## src/rtl/core/sle_pkg.sv

```systemverilog
package sle_pkg;

    localparam int SCAN_W = 8;
    localparam int CHAR_W = 7;
    localparam int POS_W  = 6;
    localparam int KIND_W = 2;
    localparam int CFG_W  = 7;

    localparam int BREAK_BIT = 7;

    localparam logic [CHAR_W-1:0] CH_BACKSPACE = 7'h08;
    localparam logic [CHAR_W-1:0] CH_NEWLINE   = 7'h0A;

    localparam logic [KIND_W-1:0] KIND_ECHO      = 2'd0;
    localparam logic [KIND_W-1:0] KIND_ERASE     = 2'd1;
    localparam logic [KIND_W-1:0] KIND_LINE_CHAR = 2'd2;
    localparam logic [KIND_W-1:0] KIND_LINE_END  = 2'd3;

    localparam logic [CFG_W-1:0] MAX_LEN_RESET = 7'd64;

    typedef enum logic [1:0] {
        OP_CHAR,
        OP_BACKSPACE,
        OP_ENTER
    } op_t;

    typedef struct packed {
        op_t              op;
        logic [CHAR_W-1:0] ch;
    } cmd_t;

    typedef enum logic [1:0] {
        BK_IDLE,
        BK_FETCH,
        BK_EMIT,
        BK_END
    } back_state_t;

    // set-1 make code to ascii, zero for keys with no character
    function automatic logic [CHAR_W-1:0] key_ascii(input logic [6:0] code);
        logic [CHAR_W-1:0] c;
        case (code)
            7'd1:    c = 7'h1B;
            7'd2:    c = 7'h31;
            7'd3:    c = 7'h32;
            7'd4:    c = 7'h33;
            7'd5:    c = 7'h34;
            7'd6:    c = 7'h35;
            7'd7:    c = 7'h36;
            7'd8:    c = 7'h37;
            7'd9:    c = 7'h38;
            7'd10:   c = 7'h39;
            7'd11:   c = 7'h30;
            7'd12:   c = 7'h2D;
            7'd13:   c = 7'h3D;
            7'd14:   c = 7'h08;
            7'd15:   c = 7'h09;
            7'd16:   c = 7'h71;
            7'd17:   c = 7'h77;
            7'd18:   c = 7'h65;
            7'd19:   c = 7'h72;
            7'd20:   c = 7'h74;
            7'd21:   c = 7'h79;
            7'd22:   c = 7'h75;
            7'd23:   c = 7'h69;
            7'd24:   c = 7'h6F;
            7'd25:   c = 7'h70;
            7'd26:   c = 7'h5B;
            7'd27:   c = 7'h5D;
            7'd28:   c = 7'h0A;
            7'd30:   c = 7'h61;
            7'd31:   c = 7'h73;
            7'd32:   c = 7'h64;
            7'd33:   c = 7'h66;
            7'd34:   c = 7'h67;
            7'd35:   c = 7'h68;
            7'd36:   c = 7'h6A;
            7'd37:   c = 7'h6B;
            7'd38:   c = 7'h6C;
            7'd39:   c = 7'h3B;
            7'd40:   c = 7'h27;
            7'd41:   c = 7'h60;
            7'd43:   c = 7'h5C;
            7'd44:   c = 7'h7A;
            7'd45:   c = 7'h78;
            7'd46:   c = 7'h63;
            7'd47:   c = 7'h76;
            7'd48:   c = 7'h62;
            7'd49:   c = 7'h6E;
            7'd50:   c = 7'h6D;
            7'd51:   c = 7'h2C;
            7'd52:   c = 7'h2E;
            7'd53:   c = 7'h2F;
            7'd55:   c = 7'h2A;
            7'd57:   c = 7'h20;
            default: c = 7'h00;
        endcase
        return c;
    endfunction

endpackage

```

## src/rtl/core/sle_front.sv

```systemverilog
module sle_front (
    input  logic                       s_axis_tvalid,
    output logic                       s_axis_tready,
    input  logic [sle_pkg::SCAN_W-1:0] s_axis_tdata,   // scancode
    output logic                       push_valid,
    input  logic                       push_ready,
    output sle_pkg::cmd_t              push_cmd
);
    import sle_pkg::*;

    logic [CHAR_W-1:0] ch;
    logic              is_break;

    assign ch       = key_ascii(s_axis_tdata[6:0]);
    assign is_break = s_axis_tdata[BREAK_BIT];

    // dropped beats are still taken, but only when the queue could take one
    assign s_axis_tready = push_ready;
    assign push_valid    = s_axis_tvalid && !is_break && (ch != '0);

    always_comb
    begin
        push_cmd.ch = ch;
        if (ch == CH_NEWLINE)
        begin
            push_cmd.op = OP_ENTER;
        end
        else if (ch == CH_BACKSPACE)
        begin
            push_cmd.op = OP_BACKSPACE;
        end
        else
        begin
            push_cmd.op = OP_CHAR;
        end
    end

endmodule

```

## src/rtl/core/sle_queue.sv

```systemverilog
module sle_queue (
    input  logic          clk,
    input  logic          rst_n,
    input  logic          push_valid,
    output logic          push_ready,
    input  sle_pkg::cmd_t push_cmd,
    output logic          pop_valid,
    input  logic          pop_ready,
    output sle_pkg::cmd_t pop_cmd
);
    import sle_pkg::*;

    cmd_t       entry_reg [2];
    logic       wr_ptr_reg;
    logic       rd_ptr_reg;
    logic [1:0] count_reg;
    logic       do_push;
    logic       do_pop;

    assign push_ready = (count_reg != 2'd2);
    assign pop_valid  = (count_reg != 2'd0);
    assign pop_cmd    = entry_reg[rd_ptr_reg];
    assign do_push    = push_valid && push_ready;
    assign do_pop     = pop_valid && pop_ready;

    always_ff @(posedge clk)
    begin
        if (do_push)
        begin
            entry_reg[wr_ptr_reg] <= push_cmd;
        end
    end

    always_ff @(posedge clk or negedge rst_n)
    begin
        if (!rst_n)
        begin
            wr_ptr_reg <= 1'b0;
            rd_ptr_reg <= 1'b0;
            count_reg  <= 2'd0;
        end
        else
        begin
            if (do_push)
            begin
                wr_ptr_reg <= !wr_ptr_reg;
            end
            if (do_pop)
            begin
                rd_ptr_reg <= !rd_ptr_reg;
            end
            if (do_push && !do_pop)
            begin
                count_reg <= count_reg + 2'd1;
            end
            else if (do_pop && !do_push)
            begin
                count_reg <= count_reg - 2'd1;
            end
        end
    end

endmodule

```

## src/rtl/core/sle_back.sv

```systemverilog
module sle_back #(
    parameter int LINE_DEPTH = 64
) (
    input  logic                       clk,
    input  logic                       rst_n,
    input  logic [sle_pkg::CFG_W-1:0]  max_len,
    input  logic                       pop_valid,
    output logic                       pop_ready,
    input  sle_pkg::cmd_t              pop_cmd,
    output logic                       m_axis_tvalid,
    input  logic                       m_axis_tready,
    output logic [15:0]                m_axis_tdata,   // character, position
    output logic [sle_pkg::KIND_W-1:0] m_axis_tuser,   // kind
    output logic                       m_axis_tlast
);
    import sle_pkg::*;

    localparam int ADDR_W = (LINE_DEPTH > 2) ? $clog2(LINE_DEPTH) : 1;
    localparam logic [CFG_W-1:0] DEPTH_C = CFG_W'(LINE_DEPTH);

    logic [CHAR_W-1:0] line_mem [LINE_DEPTH];
    logic [CHAR_W-1:0] rd_data_reg;

    back_state_t       state_reg, state_next;
    logic [ADDR_W-1:0] len_reg, len_next;
    logic [ADDR_W-1:0] idx_reg, idx_next;

    logic              out_valid_reg, out_valid_next;
    logic [KIND_W-1:0] out_kind_reg, out_kind_next;
    logic [CHAR_W-1:0] out_char_reg, out_char_next;
    logic [POS_W-1:0]  out_pos_reg, out_pos_next;
    logic              out_last_reg, out_last_next;

    logic              out_free;
    logic              mem_we;
    logic [CFG_W-1:0]  cap_sat;
    logic [CFG_W-1:0]  capacity;
    logic              line_full;

    assign out_free = !out_valid_reg || m_axis_tready;

    assign cap_sat   = (max_len > DEPTH_C) ? DEPTH_C : max_len;
    assign capacity  = (cap_sat == '0) ? '0 : cap_sat - CFG_W'(1);
    assign line_full = (CFG_W'(len_reg) >= capacity);

    always_ff @(posedge clk)
    begin
        if (mem_we)
        begin
            line_mem[len_reg] <= pop_cmd.ch;
        end
        rd_data_reg <= line_mem[idx_reg];
    end

    always_comb
    begin
        state_next     = state_reg;
        len_next       = len_reg;
        idx_next       = idx_reg;
        pop_ready      = 1'b0;
        mem_we         = 1'b0;
        out_valid_next = out_valid_reg && !m_axis_tready;
        out_kind_next  = out_kind_reg;
        out_char_next  = out_char_reg;
        out_pos_next   = out_pos_reg;
        out_last_next  = out_last_reg;

        case (state_reg)
            BK_IDLE:
            begin
                if (pop_valid)
                begin
                    case (pop_cmd.op)
                        OP_CHAR:
                        begin
                            if (line_full)
                            begin
                                pop_ready = 1'b1;
                            end
                            else if (out_free)
                            begin
                                pop_ready      = 1'b1;
                                mem_we         = 1'b1;
                                out_valid_next = 1'b1;
                                out_kind_next  = KIND_ECHO;
                                out_char_next  = pop_cmd.ch;
                                out_pos_next   = POS_W'(len_reg);
                                out_last_next  = 1'b1;
                                len_next       = len_reg + ADDR_W'(1);
                            end
                        end
                        OP_BACKSPACE:
                        begin
                            if (len_reg == '0)
                            begin
                                pop_ready = 1'b1;
                            end
                            else if (out_free)
                            begin
                                pop_ready      = 1'b1;
                                out_valid_next = 1'b1;
                                out_kind_next  = KIND_ERASE;
                                out_char_next  = '0;
                                out_pos_next   = POS_W'(len_reg - ADDR_W'(1));
                                out_last_next  = 1'b1;
                                len_next       = len_reg - ADDR_W'(1);
                            end
                        end
                        OP_ENTER:
                        begin
                            pop_ready  = 1'b1;
                            idx_next   = '0;
                            state_next = (len_reg == '0) ? BK_END : BK_FETCH;
                        end
                        default:
                        begin
                            pop_ready = 1'b1;
                        end
                    endcase
                end
            end
            BK_FETCH:
            begin
                // registered read of line_mem[idx] lands this edge
                state_next = BK_EMIT;
            end
            BK_EMIT:
            begin
                if (out_free)
                begin
                    out_valid_next = 1'b1;
                    out_kind_next  = KIND_LINE_CHAR;
                    out_char_next  = rd_data_reg;
                    out_pos_next   = POS_W'(idx_reg);
                    out_last_next  = 1'b0;
                    if (idx_reg == len_reg - ADDR_W'(1))
                    begin
                        state_next = BK_END;
                    end
                    else
                    begin
                        idx_next   = idx_reg + ADDR_W'(1);
                        state_next = BK_FETCH;
                    end
                end
            end
            BK_END:
            begin
                if (out_free)
                begin
                    out_valid_next = 1'b1;
                    out_kind_next  = KIND_LINE_END;
                    out_char_next  = '0;
                    out_pos_next   = POS_W'(len_reg);
                    out_last_next  = 1'b1;
                    len_next       = '0;
                    state_next     = BK_IDLE;
                end
            end
            default:
            begin
                state_next = BK_IDLE;
            end
        endcase
    end

    always_ff @(posedge clk or negedge rst_n)
    begin
        if (!rst_n)
        begin
            state_reg     <= BK_IDLE;
            len_reg       <= '0;
            idx_reg       <= '0;
            out_valid_reg <= 1'b0;
        end
        else
        begin
            state_reg     <= state_next;
            len_reg       <= len_next;
            idx_reg       <= idx_next;
            out_valid_reg <= out_valid_next;
        end
    end

    always_ff @(posedge clk)
    begin
        out_kind_reg <= out_kind_next;
        out_char_reg <= out_char_next;
        out_pos_reg  <= out_pos_next;
        out_last_reg <= out_last_next;
    end

    assign m_axis_tvalid = out_valid_reg;
    assign m_axis_tdata  = {3'b000, out_pos_reg, out_char_reg};
    assign m_axis_tuser  = out_kind_reg;
    assign m_axis_tlast  = out_last_reg;

endmodule

```

## src/rtl/core/scancode_line_editor.sv

```systemverilog
// Line editor fed by raw set-1 keyboard scancodes, one byte per input beat.
// Break codes and keys with no character are taken and dropped. A printable
// key is stored and echoed (kind 0) if the line has room, backspace emits an
// erase (kind 1) for the removed position, and enter emits every stored
// character (kind 2) followed by a line-end beat (kind 3, position = length)
// and clears the line. tlast marks the final beat caused by one scancode. The
// front end classifies a scancode in the cycle it is taken and hands it to a
// two-entry queue, so input keeps flowing while the output is stalled until
// the queue is full. The back end takes an ordinary key when the output
// register is free; enter takes the command, fetches each stored character
// through the registered read of the line memory and emits it, then emits
// the line-end beat. The user must write max_len through cfg_wr_en/cfg_wr_data
// only while the block is idle; the block does not enforce it. Values above LINE_DEPTH
// act as LINE_DEPTH; at most max_len - 1 characters are kept, zero keeps none.
module scancode_line_editor #(
    parameter int LINE_DEPTH = 64
) (
    input  logic                       clk,
    input  logic                       rst_n,
    input  logic                       cfg_wr_en,
    input  logic [sle_pkg::CFG_W-1:0]  cfg_wr_data,    // max_len
    input  logic                       s_axis_tvalid,
    output logic                       s_axis_tready,
    input  logic [sle_pkg::SCAN_W-1:0] s_axis_tdata,   // scancode[7:0]
    output logic                       m_axis_tvalid,
    input  logic                       m_axis_tready,
    output logic [15:0]                m_axis_tdata,   // character[6:0], position[12:7]
    output logic [sle_pkg::KIND_W-1:0] m_axis_tuser,   // kind[1:0]
    output logic                       m_axis_tlast
);
    import sle_pkg::*;

    logic [CFG_W-1:0] max_len_reg;

    logic push_valid;
    logic push_ready;
    cmd_t push_cmd;
    logic pop_valid;
    logic pop_ready;
    cmd_t pop_cmd;

    always_ff @(posedge clk or negedge rst_n)
    begin
        if (!rst_n)
        begin
            max_len_reg <= MAX_LEN_RESET;
        end
        else if (cfg_wr_en)
        begin
            max_len_reg <= cfg_wr_data;
        end
    end

    sle_front u_front (
        .s_axis_tvalid (s_axis_tvalid),
        .s_axis_tready (s_axis_tready),
        .s_axis_tdata  (s_axis_tdata),
        .push_valid    (push_valid),
        .push_ready    (push_ready),
        .push_cmd      (push_cmd)
    );

    sle_queue u_queue (
        .clk        (clk),
        .rst_n      (rst_n),
        .push_valid (push_valid),
        .push_ready (push_ready),
        .push_cmd   (push_cmd),
        .pop_valid  (pop_valid),
        .pop_ready  (pop_ready),
        .pop_cmd    (pop_cmd)
    );

    sle_back #(
        .LINE_DEPTH (LINE_DEPTH)
    ) u_back (
        .clk           (clk),
        .rst_n         (rst_n),
        .max_len       (max_len_reg),
        .pop_valid     (pop_valid),
        .pop_ready     (pop_ready),
        .pop_cmd       (pop_cmd),
        .m_axis_tvalid (m_axis_tvalid),
        .m_axis_tready (m_axis_tready),
        .m_axis_tdata  (m_axis_tdata),
        .m_axis_tuser  (m_axis_tuser),
        .m_axis_tlast  (m_axis_tlast)
    );

endmodule
```

## config.mk

```make
export PLATFORM = sky130hd
export DESIGN_NAME = scancode_line_editor
export DESIGN_NICKNAME = d
export VERILOG_FILES = /design/src/rtl/core/sle_pkg.sv /design/src/rtl/core/sle_front.sv /design/src/rtl/core/sle_queue.sv /design/src/rtl/core/sle_back.sv /design/src/rtl/core/scancode_line_editor.sv
export SDC_FILE = /design/constraint.sdc
export NUM_CORES = 1
export LEC_CHECK = 0
export BUFFER_PORTS_ARGS = -buffer_cell sky130_fd_sc_hd__buf_4
export CAP_MARGIN = 30
export CORE_UTILIZATION = 63
export DETAILED_ROUTE_END_ITERATION = 10
export PLACE_DENSITY_LB_ADDON = 0.25
export SLEW_MARGIN = 10
export SYNTH_ARGS = -nofsm -noshare
export SYNTH_HDL_FRONTEND = slang
export SYNTH_SLANG_ARGS = --single-unit
```

## constraint.sdc

```tcl
create_clock -name clk -period 4.4 [get_ports clk]
set_input_delay 0.66 -clock clk [delete_from_list [all_inputs] [get_ports clk]]
set_output_delay 0.66 -clock clk [all_outputs]
set_load 0.02 [all_outputs]
```

==> flow_summary.yaml <==
clocking:
  clkSlewWorstSetupHoldPaths_ns: 0.06
  clock_latency_ns: 0.58
  cts_buffers: 49
  ctsResizeCount: 0
  postCtsSetupBuffers: 0
  clockBufferDepth: 3
  htree_levels: 2
  ctsHoldBuffers: 1
  clkSinkCount: 515
  tritoncts: "built"
  cts_root_buffer: "clkbuf_16"
sta:
  setup_viol: 0
  tightest_slew_ns: 0.8973
  finalMaxSlewViolations: 0
  finalClockSkew_ns: 0.02083
  finalCritPeriodShare_pct: 91.72
  fmax_mhz: 247.8
  rsz0062_at_grt: "false"
  min_period_ns: 4.036
  fin_setup_tns_ns: 0
  timing.final.hold_violations: 0
  slew_headroom_pct: 40.18
drt:
  drt_iter0_drc: 1547
  routedWlPerCell_microns: 28.90
  drtAntennaViolNets: 0
  drt_wl_total_microns: 52340
  vias_per_cell: 6.858
  drtPass1Iterations: 6
  routed-via-count: 12420
  drc: 0
global_route:
  grt_pass1_wl_microns: 78540
  grt_pass1_vias: 12310
  grt-ovfl-total: 0
  antenna_found_initial: 2
  grt_max_degree: 65
  grt_use_total_pct: 30.45
placement:
  place_area_sq_mm: 0.02319
  dp_hpwl_microns: 31810
  numPortBuffers: 37
  gp_congestion: 0.8643
power:
  clkPwrFrac_pct: 28.7
  p_leak_nw: 8.088
  ir_worst_vdd_mv: 0.3325
  swShare_pct: 31.81
  pwr-share-comb_pct: 27.8
  seqPwrFrac_pct: 43.5
  p_switching_mw: 4.779
  power.density_mw_per_mm2: 604.2
  power.internal_mw: 10.24
setup_path:
  cp-start-kind: "register"
  cp_max_fo: 37
  critPathRequiredTime_ns: 4.68
  cp.arrival_ns: 4.32
  crit_type: "register to register"
  end_kind: "register"
yosys:
  synth_cell_type_count: 65
  yosys.area.top_type: "edfxtp_1"
  synth_seq_cells: 515
  ys_warn_count: 0
  netlist_instances: 1231
  yosysSeqAreaShare_pct: 69.61
  yosys.area.top_type_share_pct: 66.00
  synth_edf_count: 482
  syn_avg_cell_area_sq_um: 17.81
  syn_area_sq_mm: 0.02193
  ys.flop_type: "edfxtp_1"
  synth_area_leaders: "edfxtp_1, mux4_2, dfrtp_1"
  synthArstFlopShare_pct: 5.049
worst_hold_path:
  hold_class: "input port to register"
finish:
  fin_area_sq_mm: 0.02486
  syn_to_final_growth_pct: 13.37
  final_cell_mix: "edfxtp_1, mux4_2, buf_4"
  largest_reg_flops: 448
  drive_above_1_share_pct: 28.03
  final_common_cell: "edfxtp_1"
  fin_nets: 1367
  n_antenna_cell: 0
  final.fill_count: 1890
flow_run:
  drv_cap: 0
floorplan:
  die_y_microns: 188.6
  core_sq_mm: 0.03387
  die_x_microns: 188.6
  io_pins: 41
  rows: 67
  initial_core_util_pct: 64.75
  die_area_sq_mm: 0.03556
run_status:
  outcome: "complete, no violations"
## metal layers
layer  vias to the layer above  GRT usage, %  wire [microns]
met3                       118         7.134            5248
met1                      6329         41.30           19270
met2                       760         49.29           26090
met4                         4         10.14            1703
met5                         -             0              27
li1                       5208             -               -
## final timing paths
kind	start	to	slack [ns]	cells after the start
setup / recovery	max_len_reg[6]$_DFFE_PN1P_	u_back.line_mem[3][6]$_DFFE_PP_	0.36	14
max in group asynchronous	rst_n	u_back.idx_reg[0]$_DFFE_PN0P_	3.55	2
hold / removal	cfg_wr_data[1]	max_len_reg[1]$_DFFE_PN0P_	0.32	2
min in group asynchronous	rst_n	u_queue.wr_ptr_reg$_DFFE_PN0P_	0.54	2
setup reg to reg	max_len_reg[6]$_DFFE_PN1P_	u_back.line_mem[3][6]$_DFFE_PP_	0.36	14
hold reg to reg	u_queue.wr_ptr_reg$_DFFE_PN0P_	u_queue.wr_ptr_reg$_DFFE_PN0P_	0.53	1
## power groups by stage
stage | combinational, mW | clock, mW | sequential (mW)
final | 4.17 | 4.31 | 6.54
after detailed placement | 4.06 | 0 | 6.63
after CTS | 4.11 | 4.36 | 6.53
after floorplan | 2.77 | 0 | 6.40
after global placement | 3.96 | 0 | 6.61
after global routing | 4.38 | 4.54 | 6.57
## cell type report
cell class                 instances  area, sq um  share of cell area [%]
clock buffer                      57         1277                   5.138
clock inverter                    30        362.8                   1.459
inverter                          14        52.55                  0.2114
multi-input combinational        611         6235                   25.08
sequential                       515        15270                   61.44
tap                              448        560.5                   2.255
timing repair buffer             136         1099                   4.419
## synthesized netlist by cell type, types with 3 or more instances
master	instances
a21o_1	3
dfrtp_1	25
a31oi_1	7
nor4_1	65
nand2b_1	10
o211ai_1	6
nand2_1	77
or3_1	5
o21ai_0	41
a21oi_1	34
or2_2	5
buf_2	13
edfxtp_1	482
nor3b_1	4
o2bb2ai_1	4
nand3_1	20
mux2i_1	11
and3_1	3
buf_1	18
inv_1	14
a22o_1	5
xor2_1	9
and2_1	4
mux4_2	147
clkbuf_1	57
mux2_2	14
nor2b_1	8
a22oi_1	3
nor2_1	41
buf_4	4
ha_1	20
dfxtp_1	7
o31ai_1	4
xnor2_1	11
nor3_1	15
## through the flow
stage               util (%)  hold slack (ns)  cells  setup WS [ns]  total power, mW
global route           73.41           0.3105   1811         0.1226            15.49
global placement       68.42           0.4840   1721         0.6379            10.58
floorplan                  -           0.3644   1233         0.5634            9.166
CTS                    73.35           0.3037   1810         0.4152            15.00
detailed placement     68.48           0.5233   1722         0.4669            10.69
finish                 73.41           0.3180   1811         0.3643            15.02
## worst max-delay path, cell delays in order, from the launching register on
cell and delay (ns):
dfstp_2 0.57, inv_1 0.10, nand2_1 0.09, ha_1 0.29, nand3_1 0.18, and2_1 0.20, ha_1 0.26, nand2b_1 0.14
a21o_1 0.17, a21oi_1 0.19, o21ai_0 0.13, and2_2 0.45, buf_4 0.32, nor4_1 0.39, buf_4 0.25
## cell families after synthesis
group	after synthesis	share of synthesized area, %
DFF	515	69.61
and+or+nand+nor	264	6.088
muxes	172	16.32
AOI/OAI and AO/OA	131	3.914
buffers and inverters	107	2.008
xor gates and xnor gates	21	0.9015
adders and majority gates	20	1.141
other	1	0.01710
(Power assumes the default switching activity.)
